$ cat src/hdl/mrpt_pkg.sv
// Shared types and constants for the memory random pattern test core.
// No dependencies; imported by every module under hdl/.
package mrpt_pkg;

  localparam int WORD_INDEX_BITS = 28;
  localparam int COUNT_W         = 29;
  localparam int OFFSET_W        = 30;
  localparam int GEN_W           = 32;

  localparam logic [COUNT_W-1:0] COUNT_RESET = COUNT_W'(1024);
  localparam logic [COUNT_W-1:0] COUNT_LIMIT = COUNT_W'(1) << WORD_INDEX_BITS;

  localparam logic [GEN_W-1:0] GEN_TOP   = 32'h8000_0000;
  localparam logic [GEN_W-1:0] GEN_TAPS  = 32'h0020_1051;
  localparam logic [GEN_W-1:0] GEN_RESET = 32'd123456;

  // request types on the input channel
  localparam logic [1:0] REQ_START = 2'd0;
  localparam logic [1:0] REQ_FILL  = 2'd1;
  localparam logic [1:0] REQ_CHECK = 2'd2;

  // classified operations passed from front to back
  localparam logic [1:0] OP_START = 2'd0;
  localparam logic [1:0] OP_FILL  = 2'd1;
  localparam logic [1:0] OP_CHECK = 2'd2;
  localparam logic [1:0] OP_BAD   = 2'd3;

  // result kinds
  localparam logic [2:0] KIND_STARTED  = 3'd0;
  localparam logic [2:0] KIND_WRITE    = 3'd1;
  localparam logic [2:0] KIND_MATCH    = 3'd2;
  localparam logic [2:0] KIND_PASS     = 3'd3;
  localparam logic [2:0] KIND_MISMATCH = 3'd4;
  localparam logic [2:0] KIND_IGNORED  = 3'd5;

  typedef struct packed {
    logic [1:0]  req_type;
    logic [15:0] read_word;
  } req_t;

  typedef struct packed {
    logic [2:0]          result_kind;
    logic [OFFSET_W-1:0] byte_offset;
    logic [15:0]         write_word;
  } rsp_t;

  typedef struct packed {
    logic [1:0]  op;
    logic [15:0] read_word;
  } cmd_t;

endpackage

$ cat src/hdl/mrpt_front.sv
// Front end: decodes incoming requests and holds them in a two-entry queue.
// Depends on mrpt_pkg.
module mrpt_front (
  input  logic          clk,
  input  logic          rst,
  input  logic          push,
  output logic          full,
  input  mrpt_pkg::req_t req,
  output mrpt_pkg::cmd_t cmd,
  output logic          cmd_valid,
  input  logic          cmd_pop
);
  import mrpt_pkg::*;

  cmd_t       mem [2];
  logic       wr_ptr;
  logic       rd_ptr;
  logic [1:0] count;
  logic       do_push;
  logic       do_pop;
  cmd_t       decoded;

  always_comb begin
    decoded.read_word = req.read_word;
    unique case (req.req_type)
      REQ_START: decoded.op = OP_START;
      REQ_FILL:  decoded.op = OP_FILL;
      REQ_CHECK: decoded.op = OP_CHECK;
      default:   decoded.op = OP_BAD;
    endcase
  end

  assign full      = (count == 2'd2);
  assign cmd_valid = (count != 2'd0);
  assign do_push   = push && !full;
  assign do_pop    = cmd_pop && cmd_valid;
  assign cmd       = mem[rd_ptr];

  always_ff @(posedge clk) begin
    if (do_push) begin
      mem[wr_ptr] <= decoded;
    end
  end

  always_ff @(posedge clk) begin
    if (rst) begin
      wr_ptr <= 1'b0;
      rd_ptr <= 1'b0;
      count  <= 2'd0;
    end else begin
      if (do_push) begin
        wr_ptr <= ~wr_ptr;
      end
      if (do_pop) begin
        rd_ptr <= ~rd_ptr;
      end
      count <= count + {1'b0, do_push} - {1'b0, do_pop};
    end
  end

endmodule

$ cat src/hdl/mrpt_back.sv
// Back end: pattern generator, phase sequencer and the result queue.
// Depends on mrpt_pkg; fed by mrpt_front.
module mrpt_back (
  input  logic                            clk,
  input  logic                            rst,
  input  logic                            cfg_we,
  input  logic [mrpt_pkg::COUNT_W-1:0]    cfg_data,
  input  mrpt_pkg::cmd_t                  cmd,
  input  logic                            cmd_valid,
  output logic                            cmd_pop,
  output logic                            empty,
  input  logic                            pop,
  output mrpt_pkg::rsp_t                  rsp
);
  import mrpt_pkg::*;

  localparam logic [1:0] PH_IDLE  = 2'd0;
  localparam logic [1:0] PH_FILL  = 2'd1;
  localparam logic [1:0] PH_CHECK = 2'd2;

  logic [COUNT_W-1:0] eff_count;
  logic [GEN_W-1:0]   generator, generator_next;
  logic [GEN_W-1:0]   saved_seed, saved_seed_next;
  logic [COUNT_W-1:0] word_index, word_index_next;
  logic [1:0]         phase, phase_next;
  logic [GEN_W-1:0]   gen_stepped;
  logic [COUNT_W-1:0] index_inc;
  logic               last_word;
  rsp_t               result;

  rsp_t       out_mem [2];
  logic       out_wr;
  logic       out_rd;
  logic [1:0] out_count;
  logic       out_pop;
  logic       exec;

  assign gen_stepped = generator[GEN_W-1] ? (generator << 1)
                                          : ((generator << 1) ^ GEN_TAPS);
  assign index_inc = word_index + COUNT_W'(1);
  assign last_word = (index_inc >= eff_count);

  assign out_pop = pop && !empty;
  assign exec    = cmd_valid && ((out_count != 2'd2) || out_pop);
  assign cmd_pop = exec;

  always_comb begin
    generator_next  = generator;
    saved_seed_next = saved_seed;
    word_index_next = word_index;
    phase_next      = phase;
    result          = '{KIND_IGNORED, '0, '0};
    if (cmd.op == OP_START) begin
      saved_seed_next = generator;
      word_index_next = '0;
      phase_next      = PH_FILL;
      result          = '{KIND_STARTED, '0, '0};
    end else if (cmd.op == OP_FILL && phase == PH_FILL) begin
      generator_next  = gen_stepped;
      word_index_next = index_inc;
      result          = '{KIND_WRITE, {word_index, 1'b0}, gen_stepped[15:0]};
      if (last_word) begin
        generator_next  = saved_seed;
        word_index_next = '0;
        phase_next      = PH_CHECK;
      end
    end else if (cmd.op == OP_CHECK && phase == PH_CHECK) begin
      generator_next = gen_stepped;
      if (cmd.read_word != gen_stepped[15:0]) begin
        phase_next = PH_IDLE;
        result     = '{KIND_MISMATCH, {word_index, 1'b0}, gen_stepped[15:0]};
      end else begin
        word_index_next = index_inc;
        if (last_word) begin
          phase_next = PH_IDLE;
          result     = '{KIND_PASS, {eff_count, 1'b0}, gen_stepped[15:0]};
        end else begin
          result     = '{KIND_MATCH, {word_index, 1'b0}, gen_stepped[15:0]};
        end
      end
    end
  end

  always_ff @(posedge clk) begin
    if (rst) begin
      eff_count  <= COUNT_RESET;
      generator  <= GEN_RESET;
      saved_seed <= '0;
      word_index <= '0;
      phase      <= PH_IDLE;
    end else begin
      if (cfg_we) begin
        // clamp to 1 .. 2^WORD_INDEX_BITS once at write time
        if (cfg_data == '0) begin
          eff_count <= COUNT_W'(1);
        end else if (cfg_data > COUNT_LIMIT) begin
          eff_count <= COUNT_LIMIT;
        end else begin
          eff_count <= cfg_data;
        end
      end
      if (exec) begin
        generator  <= generator_next;
        saved_seed <= saved_seed_next;
        word_index <= word_index_next;
        phase      <= phase_next;
      end
    end
  end

  assign empty = (out_count == 2'd0);
  assign rsp   = out_mem[out_rd];

  always_ff @(posedge clk) begin
    if (exec) begin
      out_mem[out_wr] <= result;
    end
  end

  always_ff @(posedge clk) begin
    if (rst) begin
      out_wr    <= 1'b0;
      out_rd    <= 1'b0;
      out_count <= 2'd0;
    end else begin
      if (exec) begin
        out_wr <= ~out_wr;
      end
      if (out_pop) begin
        out_rd <= ~out_rd;
      end
      out_count <= out_count + {1'b0, exec} - {1'b0, out_pop};
    end
  end

endmodule

$ cat src/hdl/memory_random_pattern_test_core.sv
// Memory random pattern test core: top level joining front and back ends.
// Depends on mrpt_pkg, mrpt_front and mrpt_back.
//
// Self-test sequencer for a 16-bit memory region. Push a start request, then
// one fill request per word (each returns a write command with byte offset
// and pattern word), then one check request per word with the word read
// back; the core returns match, pass with the region size in bytes, or the
// first mismatch with its offset. Requests in the wrong phase come back as
// ignored. One request is taken per clock while the decode queue has room and
// one result leaves per clock while pop is high and results wait. A request is
// registered into the decode queue, then goes through the execute stage into
// the result queue, from which it can be popped; execution stalls while the
// result queue is full. The back end's generator step and index compare are
// combinational. The user must write word_count through cfg_valid/cfg_data
// only while no request is in flight; the core itself does not enforce this.
module memory_random_pattern_test_core (
  input  logic                          clk,
  input  logic                          rst,
  input  logic                          push,
  output logic                          full,
  input  mrpt_pkg::req_t                req,
  output logic                          empty,
  input  logic                          pop,
  output mrpt_pkg::rsp_t                rsp,
  input  logic                          cfg_valid,
  output logic                          cfg_ready,
  input  logic [mrpt_pkg::COUNT_W-1:0]  cfg_data
);
  import mrpt_pkg::*;

  cmd_t    cmd;
  logic    cmd_valid;
  logic    cmd_pop;

  assign cfg_ready = 1'b1;

  mrpt_front u_front (
    .clk       (clk),
    .rst       (rst),
    .push      (push),
    .full      (full),
    .req       (req),
    .cmd       (cmd),
    .cmd_valid (cmd_valid),
    .cmd_pop   (cmd_pop)
  );

  mrpt_back u_back (
    .clk       (clk),
    .rst       (rst),
    .cfg_we    (cfg_valid && cfg_ready),
    .cfg_data  (cfg_data),
    .cmd       (cmd),
    .cmd_valid (cmd_valid),
    .cmd_pop   (cmd_pop),
    .empty     (empty),
    .pop       (pop),
    .rsp       (rsp)
  );

`ifndef SYNTHESIS
  a_reset_clears : assert property (@(posedge clk) rst |=> empty && !full)
    else $error("queues not empty after reset");

  a_kind_range : assert property (@(posedge clk) disable iff (rst)
    !empty |-> (rsp.result_kind <= KIND_IGNORED))
    else $error("result kind out of range");

  a_offset_even : assert property (@(posedge clk) disable iff (rst)
    !empty |-> (rsp.byte_offset[0] == 1'b0))
    else $error("odd byte offset");

  a_pass_nonzero : assert property (@(posedge clk) disable iff (rst)
    (!empty && rsp.result_kind == KIND_PASS) |-> (rsp.byte_offset != '0))
    else $error("pass reported with zero region size");
`endif

endmodule
$ cat config.mk
export PLATFORM = sky130hd
export DESIGN_NAME = memory_random_pattern_test_core
export DESIGN_NICKNAME = d
export VERILOG_FILES = /design/src/hdl/mrpt_pkg.sv /design/src/hdl/mrpt_front.sv /design/src/hdl/mrpt_back.sv /design/src/hdl/memory_random_pattern_test_core.sv
export SDC_FILE = /design/constraint.sdc
export NUM_CORES = 1
export LEC_CHECK = 0
export BUFFER_PORTS_ARGS = -buffer_cell sky130_fd_sc_hd__buf_4
export CORE_UTILIZATION = 25
export DETAILED_ROUTE_END_ITERATION = 12
export PLACE_DENSITY = 0.46
export SKIP_CTS_REPAIR_TIMING = 1
export SLEW_MARGIN = 20
export SYNTH_ARGS = -nofsm -noshare
export SYNTH_HDL_FRONTEND = slang
export SYNTH_HIERARCHICAL = 1
export SYNTH_SLANG_ARGS = --single-unit
$ cat constraint.sdc
create_clock -name clk -period 9.6 [get_ports clk]
set_clock_uncertainty 0.05 [all_clocks]
set_input_delay 1.92 -clock clk [delete_from_list [all_inputs] [get_ports clk]]
set_output_delay 1.92 -clock clk [all_outputs]
set_load 0.02 [all_outputs]
==> flow_summary.toml, run 1 <==
[clocking]
htreeDepth = 1
cts_tree = "built"
clock_latency_ps = 570
cts_buffers = 30
clock_path_buffers = 3
clock_sinks = 266
cts-root-buf = "clkbuf_16"
cts.clk_slew.worst_paths_ps = 60

[worst_setup_path]
worstReg2RegEnd = "u_back/word_index[24]$_SDFFE_PP0P_"
critPathCaptureType = "flip-flop"
r2r-start = "u_back/word_index[0]$_SDFFE_PP0P_"
start_kind = "flip-flop"
required_ps = 10050
critical_path_class = "flip-flop to flip-flop"
worstRegToRegCells = 15
crit_fanout = 41
cp-startpoint = "u_back/word_index[0]$_SDFFE_PP0P_"
arrival_ps = 6270
r2r_slack_ps = 3790

[floorplan]
core_sq_mm = 0.0477
rows = 80
dieArea_sq_mm = 0.0492
io_pins = 104
start_util_pct = 25.3
die_w_um = 222
die_h_um = 222

[route]
detail_route.vias_per_cell = 4.69
drtIter0Drc = 445
vias = 8551
first_pass_iters = 5
drt-total-wl_mm = 31.7
ant_nets = 0
drc = 0
avgRoutedWirePerCell_um = 17.3

[status]
status = "completed"

[flow_run]
max_cap_violations = 0

[power_and_ir_drop]
finalPower_mw = 3.50
total_leakage_power_nw = 5.40
peakVddDrop_mv = 0.114
powerDensity_mw_per_mm2 = 243

[global_route]
overflow = 0
grt_pass1_wl_mm = 49.3
antenna_found_initial = 0
grt_pass1_vias = 8498
grt_max_degree = 68
grt_usage_pct = 12.7

[synthesis]
synth-edff-count = 132
postSynthAreaPerCell_sq_um = 10.9
synthCells = 1106
synthFlopType = "dfxtp_1"
mappedNetlistArea_sq_mm = 0.0121
synth_cell_types = 70
syn_nets = 1192
yosys_warnings = 6
yosysSeqAreaShare_pct = 55.0
ys_seq_elements = 266
async_reset_ff_share_pct = 0

[timing]
tightest_slew_ps = 1050
tns_ps = 0
report.final.slew_viol_count = 0
finalHoldWorstSlack_ps = 404
timing.slew.headroom_pct = 29.8
period_needed_ps = 5810
finalCritPeriodShare_pct = 60.6
setup_viol = 0
rsz0062_at_grt = "no"
max_freq_mhz = 172
hold_violations = 0

[place]
place_congestion = 0.823
portBuffers = 101
place_hpwl_mm = 21.1

[cells_and_area]
n_antenna_cell = 0
nNetsFinal = 1272
syn2layout_area_growth_pct = 19.0
post_route_cells_drive_above_1_share_pct = 20.0

[worst_hold_path]
hold_end = "u_back/saved_seed[14]$_SDFFE_PP0P_"
hp-class = "flip-flop to flip-flop"
holdPathStages = 2
min_from = "u_back/saved_seed[14]$_SDFFE_PP0P_"
state kept, by name (all words and copies together) (netlist names), 2 cells and up, named ones only:
register and count:
u_back/eff_count 29, u_back/word_index 29, u_front/mem 36, u_back/saved_seed 32, u_back/out_count 2, u_back/out_mem 96, u_back/phase 2, u_back/generator 32
u_front/count 2
layer usage:
metal	up-vias	share of wire, %	track usage, %
li1	4176	-	-
met1	4196	45	16.3
met2	152	49	22.0
met3	27	4.3	2.15
met4	0	1.4	3.07
met5	-	0	0
final cells by class:
class / instances / area, sq um
Fill cell: 4874 / 33400
Clock buffer: 43 / 830
Sequential cell: 266 / 6650
Clock inverter: 13 / 96.3
Multi-Input combinational cell: 723 / 5000
Inverter: 53 / 199
Timing Repair Buffer: 112 / 841
Tap cell: 615 / 769
cells in the final DEF (no fill, tap or decap), drive strengths merged, types with 42 or more instances in the layout:
cell	n
dfxtp	134
buf	112
inv	50
clkbuf	43
a21oi	76
o21ai	42
edfxtp	132
mux2	66
nand2	108
nor2	82
metrics by stage:
step / worst slack [ps] / area, sq um / utilization, % / cells
2_1_floorplan: 4810 / 12100 / - / 1106
3_3_place_gp: 3910 / 13500 / 28.2 / 1769
3_5_place_dp: 3810 / 13500 / 28.2 / 1769
4_1_cts: 3790 / 14400 / 30.1 / 1825
5_1_grt: 3380 / 14400 / 30.1 / 1825
6_report: 3790 / 14400 / 30.1 / 1825
power breakdown:
| part | internal [mW] | switching (mW) |
|---|---|---|
| combinational | 0.365 | 0.587 |
| clock | 0.625 | 0.458 |
| sequential | 1.40 | 0.0660 |
cell usage after synthesis (3+ instances only):
master	count	area, sq um
xnor2_1	31	272
and2_1	3	18.8
nor3_1	9	45.0
nand3_1	25	125
or3_1	4	25.0
a31oi_1	7	43.8
and4_1	9	78.8
nor2_1	82	308
a22oi_1	25	188
buf_1	3	11.3
dfxtp_1	134	2680
nand3b_1	3	22.5
a32o_1	8	80.1
edfxtp_1	132	3960
xor2_1	21	184
clkinv_1	3	11.3
ha_1	34	425
o32ai_1	5	43.8
nor4_1	15	93.8
nand2_1	108	405
buf_4	5	37.5
a21oi_1	76	380
mux2i_1	32	320
or2_2	3	18.8
nor2b_1	17	106
clkbuf_1	43	161
nand2b_1	3	18.8
inv_1	49	184
o211ai_1	3	22.5
mux2_2	66	743
nand4_1	13	81.3
buf_2	11	55.1
o21ai_1	4	20.0
o21ai_0	37	185
and3_1	9	56.3
a22o_1	31	272
how the worst max path moves through the flow:
stage | endpoint | slack [ps] | depth (start not counted)
2_1_floorplan | u_back/out_mem[0][0]$_DFFE_PP_ | 4810 | 4
3_3_place_gp | u_back/word_index[24]$_SDFFE_PP0P_ | 3910 | 15
3_5_place_dp | u_back/word_index[19]$_SDFFE_PP0P_ | 3810 | 15
4_1_cts | u_back/word_index[19]$_SDFFE_PP0P_ | 3790 | 15
5_1_grt | u_back/word_index[19]$_SDFFE_PP0P_ | 3380 | 15
6_report | u_back/word_index[24]$_SDFFE_PP0P_ | 3790 | 15
critical path, cell delays in order, from the launching register on:
cell and delay, ps:
dfxtp_1 410, ha_1 250, nand3_1 240, nor4_2 630
nand3_1 420, nor3_1 460, xor2_1 190, ha_1 260
and4_1 230, and4_1 180, a221oi_1 240, o211ai_1 260
o21ai_4 540, buf_4 640, and2_0 510, a32o_1 230
cell families after synthesis:
family	count (synthesis)	synth area share, %
adder cells (fa/ha/maj)	34	3.52
buffers and inverters	117	4.03
AO/OA/AOI/OAI	223	12.4
AND/OR/NAND/NOR	314	12.4
flip-flops	266	55.0
XOR/XNOR	52	3.77
multiplexers	98	8.80
other	2	0.0621
No activity file was read; power rests on OpenSTA's default activity.
==> run 2: changes to the inputs <==
- PLACE_DENSITY: 0.46 -> 0.47
- clock period: 9.6 -> 4.7 ns (I/O delays scaled with it)
==> flow_summary.toml, run 2 (synthesis gave the netlist of run 1 again) <==
[timing]
rsz0062_at_grt = "no"
period_needed_ps = 4360
hold_violations = 0
finalCritPeriodShare_pct = 92.8
tns_ps = 0
timing.final.ws_setup_ps = 338
max_freq_mhz = 229
tightest_slew_ps = 1070
report.final.slew_viol_count = 0
timing.slew.headroom_pct = 28.8
setup_viol = 0

[floorplan]
rows = 80
core_sq_mm = 0.0477
dieArea_sq_mm = 0.0492
die_w_um = 222
io_pins = 104
start_util_pct = 25.3
die_h_um = 222

[global_route]
grt_max_degree = 60
grt_pass1_wl_mm = 50.2
grt_pass1_vias = 8602
overflow = 0
grt_usage_pct = 13.0
antenna_found_initial = 0

[cells_and_area]
largest_register_ffs = 96
n_antenna_cell = 0
final_cell_mix = "dfxtp_1 (133), edfxtp_1 (132), buf_4 (123)"
fin_cells = 1840
fillCellCount = 4828
post_route_cells_drive_above_1_share_pct = 21.6
reg_top3 = "u_back/out_mem (96), u_front/mem (36)"
final_common_cell = "dfxtp_1"
nNetsFinal = 1287
syn2layout_area_growth_pct = 21.1
top_register = "u_back/out_mem"

[power_and_ir_drop]
powerDensity_mw_per_mm2 = 503
finalPower_mw = 7.36
clkPwrFrac_pct = 32.2
combinationalPowerShare_pct = 27.2
internal_power_mw = 5.03
peakVddDrop_mv = 0.233
p_sw_share_pct = 31.7
total_leakage_power_nw = 5.52
switching_power_mw = 2.33
p_seq_share_pct = 40.6

[place]
place_worst_setup_slack_ps = 220
place_congestion = 0.788
dp_cells = 1783
portBuffers = 101
place_hpwl_mm = 21.9

[worst_setup_path]
worstRegToRegCells = 17
r2r-start = "u_back/word_index[0]$_SDFFE_PP0P_"
critical_path_class = "flip-flop to flip-flop"
required_ps = 5170
start_kind = "flip-flop"
endpoint = "u_back/word_index[19]$_SDFFE_PP0P_"
cp-startpoint = "u_back/word_index[0]$_SDFFE_PP0P_"
r2r_slack_ps = 340
arrival_ps = 4830
critPathCaptureType = "flip-flop"
worstReg2RegEnd = "u_back/word_index[19]$_SDFFE_PP0P_"
crit_fanout = 19

[clocking]
clock_latency_ps = 590
clock_sinks = 266
cts.clk_slew.worst_paths_ps = 60
cts_buffers = 30
clock_path_buffers = 3
htreeDepth = 1
cts-root-buf = "clkbuf_16"
cts_tree = "built"

[route]
avgRoutedWirePerCell_um = 17.6
first_pass_iters = 5
detail_route.vias_per_cell = 4.72
vias = 8691
drc = 0
drt-total-wl_mm = 32.4
ant_nets = 0
drtIter0Drc = 510

[flow_run]
max_cap_violations = 0

[status]
status = "completed"

[worst_hold_path]
hp-class = "flip-flop to flip-flop"
holdPathStages = 2
==> run 2: final cells by class <==
class / instances / area, sq um / share of cell area (%)
Sequential cell: 266 / 6650 / 45.4
Multi-Input combinational cell: 723 / 5010 / 34.2
Timing Repair Buffer: 127 / 1000 / 6.85
Clock buffer: 39 / 816 / 5.57
Tap cell: 615 / 769 / 5.25
Inverter: 53 / 199 / 1.36
Clock inverter: 17 / 198 / 1.35
==> run 2: per-layer routing <==
metal	vias up	track usage (%)	wire, um
met5	-	0	0
met4	0	3.99	708
met3	51	1.72	1280
met2	210	21.8	15600
met1	4221	17.2	14700
li1	4209	-	-
==> run 2: power groups by stage <==
stage / Sequential, mW / Clock (mW) / Combinational [mW]
6_report: 2.99 / 2.37 / 2.00
5_1_grt: 3.03 / 2.53 / 2.16
4_1_cts: 2.99 / 2.44 / 2.04
3_5_place_dp: 3.04 / 0 / 2.04
3_3_place_gp: 3.03 / 0 / 2.04
2_1_floorplan: 2.99 / 0 / 1.26
==> run 2: worst min-delay path by stage <==
stage,from,endpoint,slack (ps)
floorplan,u_back/saved_seed[10]$_SDFFE_PP0P_,u_back/saved_seed[10]$_SDFFE_PP0P_,390
global placement,u_back/saved_seed[8]$_SDFFE_PP0P_,u_back/saved_seed[8]$_SDFFE_PP0P_,390
detailed placement,u_back/saved_seed[1]$_SDFFE_PP0P_,u_back/saved_seed[1]$_SDFFE_PP0P_,400
CTS,u_back/saved_seed[1]$_SDFFE_PP0P_,u_back/saved_seed[1]$_SDFFE_PP0P_,400
global route,u_back/saved_seed[20]$_SDFFE_PP0P_,u_back/saved_seed[20]$_SDFFE_PP0P_,420
finish,u_back/saved_seed[21]$_SDFFE_PP0P_,u_back/saved_seed[21]$_SDFFE_PP0P_,400
==> run 2: critical path, cell delays in order, from the launching register on <==
cell      delay, ps
dfxtp_1         440
ha_1            270
nand3_1         160
nor4_2          400
nand3_2         250
nor3b_1         300
xor2_1          220
ha_1            290
and4_1          180
and4_1          210
a221oi_1        240
o211ai_1        160
buf_4           190
o21ai_4         170
buf_4           270
and2_0          150
buf_4           170
a32o_1          180
==> run 2: per-stage QoR <==
step           hold slack (ps)  cell area, sq um  utilization, %
2_1_floorplan              386             12100               -
3_3_place_gp               391             13600            28.5
3_5_place_dp               396             13600            28.5
4_1_cts                    404             14600            30.6
5_1_grt                    419             14600            30.7
6_report                   404             14600            30.7
==> run 3: changes to the inputs <==
- CORE_MARGIN: unset -> 2
==> flow_summary.toml, run 3 (synthesis gave the netlist of run 1 again) <==
[clocking]
cts_tree = "built"
cts-root-buf = "clkbuf_16"
cts.clk_slew.worst_paths_ps = 60
clock_sinks = 266
clock_latency_ps = 570
clock_path_buffers = 3
htreeDepth = 1
cts_buffers = 31

[floorplan]
io_pins = 104
rows = 80
core_sq_mm = 0.0477
die_w_um = 224
start_util_pct = 25.3
die_h_um = 224
dieArea_sq_mm = 0.0501

[timing]
max_freq_mhz = 228
hold_violations = 0
finalCritPeriodShare_pct = 93.2
tns_ps = 0
period_needed_ps = 4380
finalHoldWorstSlack_ps = 402
setup_viol = 0
report.final.slew_viol_count = 0
tightest_slew_ps = 1060
timing.final.ws_setup_ps = 318
timing.slew.headroom_pct = 29.6
rsz0062_at_grt = "no"

[worst_hold_path]
hp-class = "flip-flop to flip-flop"

[cells_and_area]
largest_register_ffs = 96
final_cell_mix = "dfxtp_1 (133), edfxtp_1 (132), buf_4 (119)"
design_area_sq_mm = 0.0147
multiInputGateArea_sq_mm = 0.00502
nNetsFinal = 1285
n_antenna_cell = 0
fillCellCount = 4829
syn2layout_area_growth_pct = 21.7
final_common_cell = "dfxtp_1"
top_register = "u_back/out_mem"
post_route_cells_drive_above_1_share_pct = 22.1
ff_latch_area_sq_mm = 0.00665
reg_top3 = "u_back/out_mem (96), u_front/mem (36)"

[worst_setup_path]
crit_fanout = 19
critPathCaptureType = "flip-flop"
arrival_ps = 4830
critical_path_class = "flip-flop to flip-flop"
start_kind = "flip-flop"
required_ps = 5150

[route]
detail_route.vias_per_cell = 4.70
drc = 0
drt-total-wl_mm = 32.6
ant_nets = 0
first_pass_iters = 4
drtIter0Drc = 516
vias = 8641
avgRoutedWirePerCell_um = 17.7

[global_route]
antenna_found_initial = 0
grt_pass1_vias = 8563
grt_usage_pct = 12.8
overflow = 0
grt_max_degree = 62
grt_pass1_wl_mm = 50.4

[place]
portBuffers = 101
placed_cell_area_sq_mm = 0.0136
place_worst_setup_slack_ps = 266
place_hpwl_mm = 22.1
place_congestion = 0.814

[power_and_ir_drop]
total_leakage_power_nw = 5.58
peakVddDrop_mv = 0.288
finalPower_mw = 7.47
powerDensity_mw_per_mm2 = 508

[status]
status = "completed"

[flow_run]
max_cap_violations = 0
## run 3: changes by cell type in the layout (fill, tap and decap cells not counted), sizes merged
| cell | before | now |
|---|---|---|
| buf | 127 | 124 |
| inv | 51 | 53 |
| clkbuf | 39 | 47 |
| clkinvlp | 4 | 1 |
| clkinv | 12 | 8 |
| bufinv | 3 | 2 |
## run 3: worst max-delay path, stage by stage (launching register included)
cell and delay, ps:
dfxtp_1 480, nand3_1 230, nor3_1 260, and3_1 320, and3_1 340, nand4_1 160, xnor2_1 210, ha_1 290
and4_1 230, and4_1 170, a221oi_1 250, o211ai_1 170, buf_4 190, o21ai_4 180, buf_4 270, and2_0 160
buf_4 160, a32o_1 180
## run 3: path summary, 6_finish.rpt
check / startpoint / end / slack (ps) / depth (start not counted)
worst min-delay path: u_back/saved_seed[27]$_SDFFE_PP0P_ / u_back/saved_seed[27]$_SDFFE_PP0P_ / 400 / 2
worst min register to register: u_back/saved_seed[27]$_SDFFE_PP0P_ / u_back/saved_seed[27]$_SDFFE_PP0P_ / 400 / 2
worst max register to register: u_back/word_index[4]$_SDFFE_PP0P_ / u_back/word_index[24]$_SDFFE_PP0P_ / 320 / 17
worst max-delay path: u_back/word_index[4]$_SDFFE_PP0P_ / u_back/word_index[24]$_SDFFE_PP0P_ / 320 / 17
## run 3: final cells by class
type / instances / share of cell area (%)
clock buffer: 47 / 6.47
multi-input combinational: 723 / 34.2
inverter: 53 / 1.35
timing repair buffer: 124 / 6.76
clock inverter: 11 / 0.817
sequential: 266 / 45.2
tap: 615 / 5.23
## run 3: through the flow
step | cells | util [%]
global placement | 1780 | 28.5
global route | 1839 | 30.8
CTS | 1838 | 30.7
floorplan | 1106 | -
finish | 1839 | 30.8
detailed placement | 1780 | 28.5
## run 3: metal layers
metal | wire [um] | vias to the layer above | GRT usage, %
met5 | 0 | - | 0
met4 | 491 | 0 | 3.14
met3 | 1500 | 34 | 1.97
met2 | 16100 | 197 | 22.2
met1 | 14500 | 4199 | 16.8
li1 | - | 4211 | -
## run 3: power by group
part	total (mW)	switching, mW	internal [mW]
Clock	2.47	0.966	1.51
Sequential	3.01	0.158	2.85
Combinational	1.99	1.21	0.784
